### config.mk
export PLATFORM = sky130hd
export DESIGN_NAME = stable_sorted_priority_queue_flat
export DESIGN_NICKNAME = d
export VERILOG_FILES = /design/src/rtl/core/sspq_pkg.sv /design/src/rtl/core/sspq_if.sv /design/src/rtl/core/stable_sorted_priority_queue.sv /design/src/rtl/core/sspq_cell.sv /design/src/flat_wrapper.sv
export SDC_FILE = /design/constraint.sdc
export NUM_CORES = 1
export LEC_CHECK = 0
export BUFFER_PORTS_ARGS = -buffer_cell sky130_fd_sc_hd__buf_2
export CORE_MARGIN = 2
export CORE_UTILIZATION = 35
export CTS_BUF_LIST = sky130_fd_sc_hd__clkbuf_16
export CTS_CLUSTER_DIAMETER = 120
export CTS_CLUSTER_SIZE = 25
export DETAILED_ROUTE_END_ITERATION = 8
export GPL_TIMING_DRIVEN = 0
export SKIP_CTS_REPAIR_TIMING = 1
export SYNTH_ARGS = -nofsm -noshare
export SYNTH_HDL_FRONTEND = slang
export SYNTH_SLANG_ARGS = --single-unit
### constraint.sdc
create_clock -name clock -period 6.9 [get_ports clock]
set_clock_uncertainty 0.2 [all_clocks]
set_input_delay 1.38 -clock clock [delete_from_list [all_inputs] [get_ports clock]]
set_output_delay 1.38 -clock clock [all_outputs]
set_load 0.01 [all_outputs]
### src/rtl/core/sspq_pkg.sv
// ----------------------------------------------------------------------------
// sspq_pkg
// Shared types and codes for the stable sorted priority queue.
// ----------------------------------------------------------------------------
`default_nettype none

package sspq_pkg;

   localparam int TAG_W  = 16;
   localparam int PRIO_W = 16;

   typedef enum logic {
      OP_INSERT = 1'b0,
      OP_REMOVE = 1'b1
   } op_type;

   typedef enum logic [1:0] {
      ST_OK    = 2'd0,
      ST_EMPTY = 2'd1,
      ST_FULL  = 2'd2
   } status_type;

   typedef struct packed {
      logic [TAG_W-1:0]  tag;
      logic [PRIO_W-1:0] prio;
   } entry_type;

   typedef struct packed {
      logic      insert;
      logic      remove;
      entry_type item;
   } cell_ctl_type;

endpackage

`default_nettype wire

### src/rtl/core/sspq_if.sv
// ----------------------------------------------------------------------------
// sspq request and response interfaces
// Valid/ready channels carrying one queue command word and one result word.
// ----------------------------------------------------------------------------
`default_nettype none

interface sspq_req_if;
   logic        valid;
   logic        ready;
   logic        op;
   logic [15:0] tag;
   logic [15:0] priority_req;

   modport source (output valid, output op, output tag, output priority_req, input ready);
   modport sink   (input valid, input op, input tag, input priority_req, output ready);
endinterface

interface sspq_rsp_if;
   logic        valid;
   logic        ready;
   logic [15:0] out_tag;
   logic [15:0] out_priority;
   logic [1:0]  status;
   logic        is_empty;

   modport source (output valid, output out_tag, output out_priority, output status,
                   output is_empty, input ready);
   modport sink   (input valid, input out_tag, input out_priority, input status,
                   input is_empty, output ready);
endinterface

`default_nettype wire

### src/rtl/core/stable_sorted_priority_queue.sv
// Result: registered in the cycle after its request word is accepted.
// Throughput: one word per cycle while results are taken; all slots update at once.
// A held result does not block the next request once the sink takes it.
// Reset: synchronous, clears the entry count and the result valid; slot data is not reset.
// ----------------------------------------------------------------------------
// stable_sorted_priority_queue
// Bounded min priority queue, stable for equal priorities, built as a row of cells.
// ----------------------------------------------------------------------------
`default_nettype none

module stable_sorted_priority_queue #(
   parameter int CAPACITY = 16
) (
   input wire          clock,
   input wire          reset,
   sspq_req_if.sink    req,
   sspq_rsp_if.source  rsp
);
   import sspq_pkg::*;

   localparam int CW = $clog2(CAPACITY + 1);

   logic [CW-1:0] count_ff;
   logic [CW-1:0] count_in;
   logic          rsp_valid_ff;
   logic          rsp_valid_in;
   logic [15:0]   rsp_tag_ff, rsp_tag_in;
   logic [15:0]   rsp_prio_ff, rsp_prio_in;
   status_type    rsp_status_ff, rsp_status_in;
   logic          rsp_empty_ff, rsp_empty_in;

   logic          accept;
   logic          is_full;
   logic          is_empty_now;
   cell_ctl_type  ctl;
   entry_type     slot_data [CAPACITY];
   logic          slot_keep [CAPACITY];

   assign req.ready    = !rsp_valid_ff || rsp.ready;
   assign accept       = req.valid && req.ready;
   assign is_full      = (count_ff == CW'(CAPACITY));
   assign is_empty_now = (count_ff == '0);

   always_comb begin
      ctl.insert    = accept && (op_type'(req.op) == OP_INSERT) && !is_full;
      ctl.remove    = accept && (op_type'(req.op) == OP_REMOVE) && !is_empty_now;
      ctl.item.tag  = req.tag;
      ctl.item.prio = req.priority_req;
   end

   for (genvar i = 0; i < CAPACITY; i++) begin : g_slot
      entry_type prev_d;
      entry_type next_d;
      logic      prev_k;
      if (i == 0) begin : g_head
         assign prev_d = '0;
         assign prev_k = 1'b1;
      end else begin : g_body
         assign prev_d = slot_data[i-1];
         assign prev_k = slot_keep[i-1];
      end
      if (i == CAPACITY - 1) begin : g_tail
         assign next_d = '0;
      end else begin : g_mid
         assign next_d = slot_data[i+1];
      end
      sspq_cell u_slot (
         .clock     (clock),
         .ctl       (ctl),
         .occupied  (count_ff > CW'(i)),
         .prev_keep (prev_k),
         .prev_data (prev_d),
         .next_data (next_d),
         .data      (slot_data[i]),
         .keep      (slot_keep[i])
      );
   end

   always_comb begin
      count_in = count_ff;
      if (ctl.insert) begin
         count_in = count_ff + CW'(1);
      end else if (ctl.remove) begin
         count_in = count_ff - CW'(1);
      end
   end

   always_comb begin
      rsp_valid_in  = rsp_valid_ff;
      rsp_tag_in    = rsp_tag_ff;
      rsp_prio_in   = rsp_prio_ff;
      rsp_status_in = rsp_status_ff;
      rsp_empty_in  = rsp_empty_ff;
      if (rsp_valid_ff && rsp.ready) begin
         rsp_valid_in = 1'b0;
      end
      if (accept) begin
         rsp_valid_in  = 1'b1;
         rsp_tag_in    = ctl.remove ? slot_data[0].tag : 16'd0;
         rsp_prio_in   = ctl.remove ? slot_data[0].prio : 16'd0;
         rsp_empty_in  = (count_in == '0);
         rsp_status_in = ST_OK;
         if (op_type'(req.op) == OP_INSERT && is_full) begin
            rsp_status_in = ST_FULL;
         end else if (op_type'(req.op) == OP_REMOVE && is_empty_now) begin
            rsp_status_in = ST_EMPTY;
         end
      end
   end

   always_ff @(posedge clock) begin
      if (reset) begin
         count_ff     <= '0;
         rsp_valid_ff <= 1'b0;
      end else begin
         count_ff     <= count_in;
         rsp_valid_ff <= rsp_valid_in;
      end
      rsp_tag_ff    <= rsp_tag_in;
      rsp_prio_ff   <= rsp_prio_in;
      rsp_status_ff <= rsp_status_in;
      rsp_empty_ff  <= rsp_empty_in;
   end

   assign rsp.valid        = rsp_valid_ff;
   assign rsp.out_tag      = rsp_tag_ff;
   assign rsp.out_priority = rsp_prio_ff;
   assign rsp.status       = rsp_status_ff;
   assign rsp.is_empty     = rsp_empty_ff;

`ifndef SYNTH
   a_count_bound: assert property (@(posedge clock) disable iff (reset)
      count_ff <= CW'(CAPACITY))
      else $error("entry count beyond capacity");

   a_empty_remove: assert property (@(posedge clock) disable iff (reset)
      accept && req.op == OP_REMOVE && is_empty_now |=> rsp_valid_ff && rsp_status_ff == ST_EMPTY)
      else $error("remove on empty queue not flagged");

   a_full_hold: assert property (@(posedge clock) disable iff (reset)
      accept && req.op == OP_INSERT && is_full |=> $stable(count_ff))
      else $error("insert on full queue changed the count");

   a_empty_flag: assert property (@(posedge clock) disable iff (reset)
      accept |=> rsp_empty_ff == (count_ff == '0))
      else $error("empty flag disagrees with entry count");
`endif

endmodule

`default_nettype wire

### src/rtl/core/sspq_cell.sv
// ----------------------------------------------------------------------------
// sspq_cell
// One slot of the sorted row: holds, takes the new entry, or shifts.
// ----------------------------------------------------------------------------
`default_nettype none

module sspq_cell (
   input  wire                     clock,
   input  sspq_pkg::cell_ctl_type  ctl,
   input  wire                     occupied,
   input  wire                     prev_keep,
   input  sspq_pkg::entry_type     prev_data,
   input  sspq_pkg::entry_type     next_data,
   output sspq_pkg::entry_type     data,
   output logic                    keep
);
   import sspq_pkg::*;

   entry_type data_ff;
   entry_type data_in;

   assign keep = occupied && (data_ff.prio <= ctl.item.prio);
   assign data = data_ff;

   always_comb begin
      data_in = data_ff;
      if (ctl.insert) begin
         if (keep) begin
            data_in = data_ff;
         end else if (prev_keep) begin
            data_in = ctl.item;
         end else begin
            data_in = prev_data;
         end
      end else if (ctl.remove) begin
         data_in = next_data;
      end
   end

   always_ff @(posedge clock) begin
      data_ff <= data_in;
   end

endmodule

`default_nettype wire

### src/flat_wrapper.sv
// flat-port wrapper written by rule: the top's interface ports become plain ports
module stable_sorted_priority_queue_flat import sspq_pkg::*;
#(
   parameter int CAPACITY = 16
)
  (clock, reset, req_valid, req_op, req_tag, req_priority_req, req_ready, rsp_valid, rsp_out_tag, rsp_out_priority, rsp_status, rsp_is_empty, rsp_ready);
  sspq_req_if req_i ();
  sspq_rsp_if rsp_i ();
  input wire clock;
  input wire reset;
  input wire logic [$bits(req_i.valid)-1:0] req_valid;
  input wire logic [$bits(req_i.op)-1:0] req_op;
  input wire logic [$bits(req_i.tag)-1:0] req_tag;
  input wire logic [$bits(req_i.priority_req)-1:0] req_priority_req;
  output wire logic [$bits(req_i.ready)-1:0] req_ready;
  output wire logic [$bits(rsp_i.valid)-1:0] rsp_valid;
  output wire logic [$bits(rsp_i.out_tag)-1:0] rsp_out_tag;
  output wire logic [$bits(rsp_i.out_priority)-1:0] rsp_out_priority;
  output wire logic [$bits(rsp_i.status)-1:0] rsp_status;
  output wire logic [$bits(rsp_i.is_empty)-1:0] rsp_is_empty;
  input wire logic [$bits(rsp_i.ready)-1:0] rsp_ready;
  assign req_i.valid = req_valid;
  assign req_i.op = req_op;
  assign req_i.tag = req_tag;
  assign req_i.priority_req = req_priority_req;
  assign req_ready = req_i.ready;
  assign rsp_valid = rsp_i.valid;
  assign rsp_out_tag = rsp_i.out_tag;
  assign rsp_out_priority = rsp_i.out_priority;
  assign rsp_status = rsp_i.status;
  assign rsp_is_empty = rsp_i.is_empty;
  assign rsp_i.ready = rsp_ready;
  stable_sorted_priority_queue #(.CAPACITY(CAPACITY)) u_core (.clock(clock), .reset(reset), .req(req_i), .rsp(rsp_i));
endmodule
# Word level (Yosys, flattened, before mapping)
# Index checks and enable logic that the tools add are counted.
[classes]
add_sub_neg = 2
magnitude_cmp = 32
n_eq_ne = 17
mux = 68
n_bitwise = 1
n_reduce_logical = 48
[ops]
columns = ["cell", "count"]
rows = [
  ["two-way mux 32 bit", 63],
  ["<= comparator 16 bit", 16],
  ["greater-than comparator 5 x 4 -> 1 bit (second input constant)", 8],
  ["inequality test 2 bit (second input constant)", 16],
  ["AND reduction 2 bit", 16],
  ["logical AND 1 bit", 24],
  ["greater-than comparator 5 x 3 -> 1 bit (second input constant)", 4],
  ["greater-than comparator 5 x 1 -> 1 bit (second input constant)", 2],
  ["greater-than comparator 5 x 2 -> 1 bit (second input constant)", 2],
  ["logical NOT 5 bit", 2],
  ["two-way mux 5 bit", 2],
  ["adder 5 x 1 -> 5 bit (second input constant)", 1],
  ["equality test 5 bit (second input constant)", 1],
  ["subtractor 5 x 1 -> 5 bit (second input constant)", 1],
  ["nonzero test 2 bit", 2],
  ["logical NOT 1 bit", 3],
  ["two-way mux 1 bit", 3],
  ["logical OR 1 bit", 1],
  ["NOT 1 bit", 1],
]
[word_totals]
reg_bits = 553
input_bits = 37
out_inout_bits = 37

# Logic depth before layout (Yosys ltp)
# Gate-level depths: netlist (run 1).
[logic_depth]
depth_word = 8
depth_mapped = 11
ltp_nobuf = 9

# By module
# Synthesis (run 1) repeated with hierarchy kept, for this count alone.
[unflattened]
hier_cells = 3333
area_unflattened_um2 = 35295.1
[by_module_without_submodules]
columns = ["module", "instances", "cells_each", "area_per_inst_um2"]
rows = [
  ["sspq_cell (u_core.g_slot[0].u_slot ...)", 15, 198, 2084.5],
  ["sspq_cell (u_core.g_slot[9].u_slot)", 1, 198, 2088.3],
  ["stable_sorted_priority_queue", 1, 165, 1939.4],
]

# Worst setup path after synthesis (run 1)
# Ideal clock, no wire load.
[synth_timing]
kind = "input -> register"
start = "input port req_priority_req[13]"
end = "register u_core.g_slot[12].u_slot.data_ff, in the netlist u_core.g_slot[12].u_slot.data[0], enable pin"
arrival_time_ps = 5596
required_time_ps = 6234
path_slack_ps = 639
cell_stages = 8
path_cell_list = "inv_1 -> ha_1 -> nand4_1 -> or4_1 -> o2111ai_1 -> o31ai_4 -> buf_4 -> o21ai_0"
[synth_between]
elab_chain_len = 4
[synth_lines]
columns = ["item", "line_no", "rtl"]
rows = [
  ["start, declared", "flat_wrapper.sv:14", "input wire logic [$bits(req_i.priority_req)-1:0] req_priority_req;"],
  ["<= comparator 16 bit", "sspq_cell.sv:22", "assign keep = occupied && (data_ff.prio <= ctl.item.prio);"],
  ["logical AND 1 bit", "sspq_cell.sv:22", ""],
  ["inequality test 2 bit (no source line)", "n/a", ""],
  ["AND reduction 2 bit (no source line)", "n/a", ""],
  ["end signal, assigned", "sspq_cell.sv:41", "data_ff <= data_in;"],
  ["end, declared", "sspq_cell.sv:19", "entry_type data_ff;"],
]
# Every way passes these cells.
# A chain may end at the register's enable or synchronous reset.

# Worst setup path after layout (run 1)
[layout_timing]
start = "input port req_priority_req[15]"
end = "register u_core.g_slot[11].u_slot.data_ff, in the netlist u_core.g_slot[11].u_slot.data[4], enable pin"
[layout_between]
elab_chain_len = 4
[layout_lines]
columns = ["item", "line_no"]
rows = [
  ["<= comparator 16 bit", "sspq_cell.sv:22"],
  ["logical AND 1 bit", "sspq_cell.sv:22"],
  ["inequality test 2 bit (no source line)", "n/a"],
  ["AND reduction 2 bit (no source line)", "n/a"],
  ["end signal, assigned", "sspq_cell.sv:41"],
  ["end, declared", "sspq_cell.sv:19"],
]
# Every way passes these cells.

==> reports/results.ini, run 1 <==
[synthesis]
syn_area_per_cell_sq_um=10.6
synth.area.top_cells=edfxtp_1, ha_1, a21oi_1
syn_inst=3086
synth_area_sq_um=32800
ys_ff_latch=553
synth_top_cell_by_area=edfxtp_1
synth_top_area_frac=0.501
synth-seq-area-share=0.505
yosys_warnings=0
synth_async_sr_flop_share=0
syn-num-nets=3385
synth_ff_type=edfxtp_1
synth.distinct_cells=63
synth_edf_count=547

[worst_setup_path]
r2r_cells=8
required_ns=6.95
cp_num_cells=9
crit_fanout=32
endpoint=u_core.g_slot[11].u_slot.data[4]
slowest_delay_ns=1.12
cp-end-kind=flip-flop
cp.arrival_ns=5.48
start_kind=primary input
crit_slowest_cell=a21o_1
worstPathCellList=buf_2 > inv_1 > ha_1 > nand4_1 > or3_1 > nor3_1 > a211oi_1 > o21ai_1 > a21o_1
r2r-start=u_core.count_ff[0]
critPathTopFamily=compound AO/OA/AOI/OAI gates
r2r-end=u_core.g_slot[11].u_slot.data[4]
crit_buf_inv=2
r2r_slack_ns=1.57
crit_start=req_priority_req[15]
crit_type=in2reg

[power_and_ir_drop]
p_leak_nw=13.2
peakVddDrop_mv=0.222
power_density_nw_per_um2=273
power_mw=9.79

[job]
maxCapViolations=0

[clock_tree]
clockBufferDepth=3
cts_num_sinks=553
htree_levels=1
clk_pin_slew_ns=0.11
numCtsBuffers=26
cts-root-buf=clkbuf_16
cts_tree=built
clk_latency_ns=0.63

[die]
start_util=0.352
design.die.area_sq_um=96000
core_area_sq_um=93000
die_y_um=310
row_count=112
io_pins=74
die_w_um=310

[global_route]
grt_pass1_wl_um=159000
antenna_found_initial=8
use_met3=0.0245
met1_usage=0.305
grt-busiest-layer=met2
grt_max_degree=38
grt_pass1_vias=25204
met2_usage=0.361
grt-ovfl-total=0
grt_usage=0.219

[placed_design]
port_buffers=72
dpl_cell_area_sq_um=35000
dp_hpwl_um=87500
gp_congestion=0.913

[sta]
drv_slew=0
finalSetupViolations=0
period_share=0.788
fin_crit_ns=5.44
hold_viol=0
rsz0062_at_grt=no
max_freq_mhz=184
worst-slew-pin-transition_ns=1.45
slew_headroom=0.0319

[finish]
areaGrowthSynthToFinish_pct=9.37
multi_input_area_sq_um=14900
register_area_sq_um=16500
fin_nets=3494
nFillCells=9323
drive_above_1_share=0.0821
fin_area_sq_um=35800

[status]
status=completed

[drt]
via_per_inst=5.74
drt-wirelength-per-cell_um=24.1
drc=0
dr.first_iter.drc_count=2942
ant_nets=0
wl_um=108000
vias=25688
first_pass_iters=5

[worst_hold_path]
hp-class=reg2reg

## worst reg2reg max path: stages (launching register included)
cell	delay, ns
dfxtp_1	0.54
inv_1	0.25
ha_1	0.25
nor3b_1	0.21
a211oi_1	0.77
clkbuf_1	0.63
clkbuf_1	0.44
buf_2	0.54
a21o_1	1.11
## Yosys cell counts (all sizes together), types with 47 or more instances
cell type / instances
mux2i: 222
ha: 262
edfxtp: 547
nand2: 225
nand4: 47
o21ai: 109
o22ai: 67
nor2: 318
buf: 113
nand3: 98
inv: 79
o32ai: 67
clkbuf: 118
a21oi: 507
o211ai: 62
## flip-flops by register name, indices dropped and copies added (netlist names)
name,flops
u_core.rsp.out_tag,16
u_core.g_slot.u_slot.data,512
u_core.rsp.is_empty,1
u_core.rsp.valid,1
u_core.rsp.out_priority,16
u_core.count_ff,5
u_core.rsp.status,2
## final cells by class
cell class / instances / share of cell area
sequential: 553 / 0.462
multi-input combinational: 2223 / 0.415
tap: 1254 / 0.0438
buffer: 231 / 0.0324
clock buffer: 27 / 0.0189
timing repair buffer: 81 / 0.0170
inverter: 79 / 0.00828
clock inverter: 21 / 0.00276
antenna: 6 / 0.000419
## power breakdown
group | switching, mW | leakage [nW] | total [mW] | internal, mW
logic | 1.94 | 7.55 | 3.01 | 1.07
registers | 0.380 | 5.20 | 4.91 | 4.53
clock network | 1.14 | 0.444 | 1.87 | 0.725
total | 3.46 | 13.2 | 9.79 | 6.33
## layout by cell type, fill, tap and decap left out, types with 26 or more instances in the layout
cell	n
o211ai_1	62
inv_1	97
buf_2	136
o21ai_0	98
o32ai_1	67
o221a_2	32
nand2_1	220
edfxtp_1	547
buf_6	26
o22ai_1	66
clkbuf_1	118
or3_1	37
ha_1	262
nand3_1	98
a21oi_1	506
nor2_1	318
mux2i_1	222
nand4_1	46
clkbuf_16	27
and2_1	34
## through the flow
stage	util	hold slack, ns	instances	setup TNS, ns	setup slack, ns
after global placement	0.373	0.302	4412	-330.60	-1.71
after CTS	0.385	0.339	4469	0	1.14
after floorplan	-	0.314	3086	0	0.639
final	0.385	0.335	4475	0	1.46
after detailed placement	0.376	0.326	4421	0	0.496
after global routing	0.385	0.362	4470	0	1.32
## cell families (layout without fill, tap and decap cells)
| group | Yosys count | count (layout) | synth area share |
|---|---|---|---|
| flops | 553 | 553 | 0.505 |
| other cells | 0 | 6 | 0 |
| fa+ha+maj | 262 | 262 | 0.100 |
| compound gates | 924 | 924 | 0.171 |
| mux | 222 | 222 | 0.0678 |
| xor+xnor | 4 | 4 | 0.00107 |
| buf+inv | 310 | 439 | 0.0445 |
| simple gates | 811 | 811 | 0.110 |
## worst min-delay path by stage
stage	cells after the start	slack [ns]	end	startpoint
5_1_grt	2	0.36	u_core.rsp.valid	u_core.rsp.valid
2_1_floorplan	2	0.31	u_core.g_slot[14].u_slot.data[16]	u_core.g_slot[15].u_slot.data[16]
3_5_place_dp	2	0.33	u_core.rsp.valid	u_core.rsp.valid
3_3_place_gp	2	0.30	u_core.rsp.valid	u_core.rsp.valid
6_report	2	0.33	u_core.rsp.valid	u_core.rsp.valid
4_1_cts	2	0.34	u_core.rsp.valid	u_core.rsp.valid
## per-layer routing
metal / vias to the layer above / routed length [um]
met5: - / 27
met4: 4 / 2820
met3: 159 / 8600
met2: 1103 / 49800
met1: 12501 / 46800
li1: 11921 / -
(Power assumes the default switching activity.)
==> inputs of run 2 (changes only) <==
--- a/config.mk
+++ b/config.mk
@@ -5,6 +5,7 @@
 export SDC_FILE = /design/constraint.sdc
 export NUM_CORES = 1
 export LEC_CHECK = 0
+export ABC_AREA = 1
 export BUFFER_PORTS_ARGS = -buffer_cell sky130_fd_sc_hd__buf_2
 export CORE_MARGIN = 2
 export CORE_UTILIZATION = 35
==> constraint.sdc (replaced) <==
create_clock -name clock -period 4.5 [get_ports clock]
set_clock_uncertainty 0.2 [all_clocks]
set_input_delay 0.9 -clock clock [delete_from_list [all_inputs] [get_ports clock]]
set_output_delay 0.9 -clock clock [all_outputs]
set_load 0.01 [all_outputs]
==> reports/results.ini, run 2 <==
[status]
status=finished, violations left
violations=max-capacitance violations, max-slew violations

[synthesis]
synth_top_area_frac=0.445
synth.area.top_cells=edfxtp_1, nand2_1, nand3_1
synth_edf_count=547
synth-seq-area-share=0.449
synth_commonest_cells=nand2_1, nand3_1, edfxtp_1, inv_1, ha_1
syn_area_per_cell_sq_um=7.71
syn_inst=4784
synth_top_cell_by_area=edfxtp_1
synth.distinct_cells=38
yosys_warnings=0
synth_async_sr_flop_share=0
synth_area_sq_um=36900
synth_ff_type=edfxtp_1
syn-num-nets=5083
yosysMostFrequentCell=nand2_1
ys_ff_latch=553

[placed_design]
gp_congestion=0.903
port_buffers=73
dp_hpwl_um=99200
place_inst=6268
dpl_cell_area_sq_um=39700

[global_route]
grt_usage=0.233
grt_pass1_wl_um=190000
grt_max_degree=38
antenna_found_initial=4
grt_pass1_vias=31907
grt-ovfl-total=0

[die]
die_w_um=329
start_util=0.351
row_count=119
io_pins=74
core_area_sq_um=105000
die_y_um=329
design.die.area_sq_um=108000

[sta]
rsz0062_at_grt=no
slew_headroom=-0.0939
max_freq_mhz=235
period_share=0.946
drv_slew=110
hold_viol=0
finalSetupViolations=0
fin_crit_ns=4.26
worst-slew-pin-transition_ns=1.64

[clock_tree]
clk_latency_ns=0.65
cts-root-buf=clkbuf_16
numCtsBuffers=26
cts_num_sinks=553
clockBufferDepth=3
clk_pin_slew_ns=0.11
htree_levels=1
cts_tree=built

[drt]
drt-met1-wl_um=52500
highest_layer=met5
drt-wirelength-per-cell_um=20.4
first_pass_iters=7
wl_met3_um=10400
wl_um=129000
vias=33394
drc=0
ant_nets=0
dr.first_iter.drc_count=3398
wl_met2_um=59500
via_per_inst=5.28

[finish]
mostFrequentLayoutCell=nand2_1
finalNonFillerCells=6320
fin_area_sq_um=40500
drive_above_1_share=0.0696
fin_util=0.386
fin_nets=5205
largest_register_ffs=512
layout_common_cells=nand2_1, nand3_1, inv_1
areaGrowthSynthToFinish_pct=9.92

[worst_setup_path]
r2r_slack_ns=0.80
cp.arrival_ns=4.41
crit_fanout=25
crit_type=in2reg
cp-end-kind=flip-flop
required_ns=4.66
crit_start=req_priority_req[12]
r2r-start=u_core.rsp.valid
start_kind=primary input

[worst_hold_path]
hp-class=reg2reg
min-delay-start=u_core.g_slot[15].u_slot.data[16]

[power_and_ir_drop]
power_density_nw_per_um2=427
p_leak_nw=19.6
peakVddDrop_mv=0.388

[job]
maxCapViolations=12

## run 2: cell count changes after synthesis, moves of 51 or more
cell	before	now
nand2_1	225	1720
nand3_1	98	957
inv_1	79	544
a21oi_1	507	132
mux2i_1	222	1
nor2_1	318	146
o32ai_1	67	0
o22ai_1	66	0
o211ai_1	62	1
o21ai_0	105	54
## run 2: final cells by class
type	count	area [sq um]
fillers	11041	64400
multi-input cells	3373	17000
flip-flops and latches	553	16500
inverters	568	2130
well taps	1391	1740
plain buffers	290	1470
repair buffers	94	881
clock buffers	27	676
clock inverters	21	95.1
diodes	3	7.51
## run 2: per-stage QoR
step / total power, mW / setup slack (ns) / hold WS, ns / TNS, ns
3_3_place_gp: 14.0 / -2.98 / 0.291 / -1406.00
4_1_cts: 17.2 / 0.0619 / 0.320 / 0
2_1_floorplan: 12.0 / -0.433 / 0.295 / -69.02
5_1_grt: 18.3 / 0.0429 / 0.340 / 0
6_report: 17.3 / 0.243 / 0.325 / 0
3_5_place_dp: 14.3 / -0.616 / 0.309 / -233.72
## run 2: logic make-up after synthesis
kind of cell	share of synthesized area
AOI/OAI and AO/OA	0.0357
xor gates and xnor gates	0.000950
adders and majority gates	0.0889
buffers and inverters	0.0971
DFF	0.449
muxes	0.000271
and+or+nand+nor	0.329
## run 2: path summary, 6_finish.rpt
kind	to	cells past startpoint
setup / recovery	u_core.g_slot[13].u_slot.data[10]	12
hold / removal	u_core.g_slot[14].u_slot.data[16]	2
setup reg to reg	u_core.g_slot[13].u_slot.data[10]	9
hold reg to reg	u_core.g_slot[14].u_slot.data[16]	2
## run 2: worst max-delay path: stages
cell and delay, ns:
buf_2 0.08, clkinv_1 0.38, buf_2 0.60, ha_1 0.45
nand2_1 0.09, nor3_1 0.30, nand2_1 0.09, nand2_1 0.06
nand2_1 0.27, clkbuf_1 0.35, a31oi_4 0.56, buf_16 0.24
## run 2: per-layer routing
layer  up-vias  track usage
li1      15930            -
met1     15905        0.296
met2      1288        0.384
met3       267       0.0446
met4         4        0.104
met5         -      0.00399
## run 2: where the power goes
part | switching [mW] | internal [mW] | total, mW
Sequential | 0.777 | 7.06 | 7.83
Combinational | 4.47 | 2.06 | 6.53
Clock | 1.82 | 1.11 | 2.93
Total | 7.08 | 10.2 | 17.3
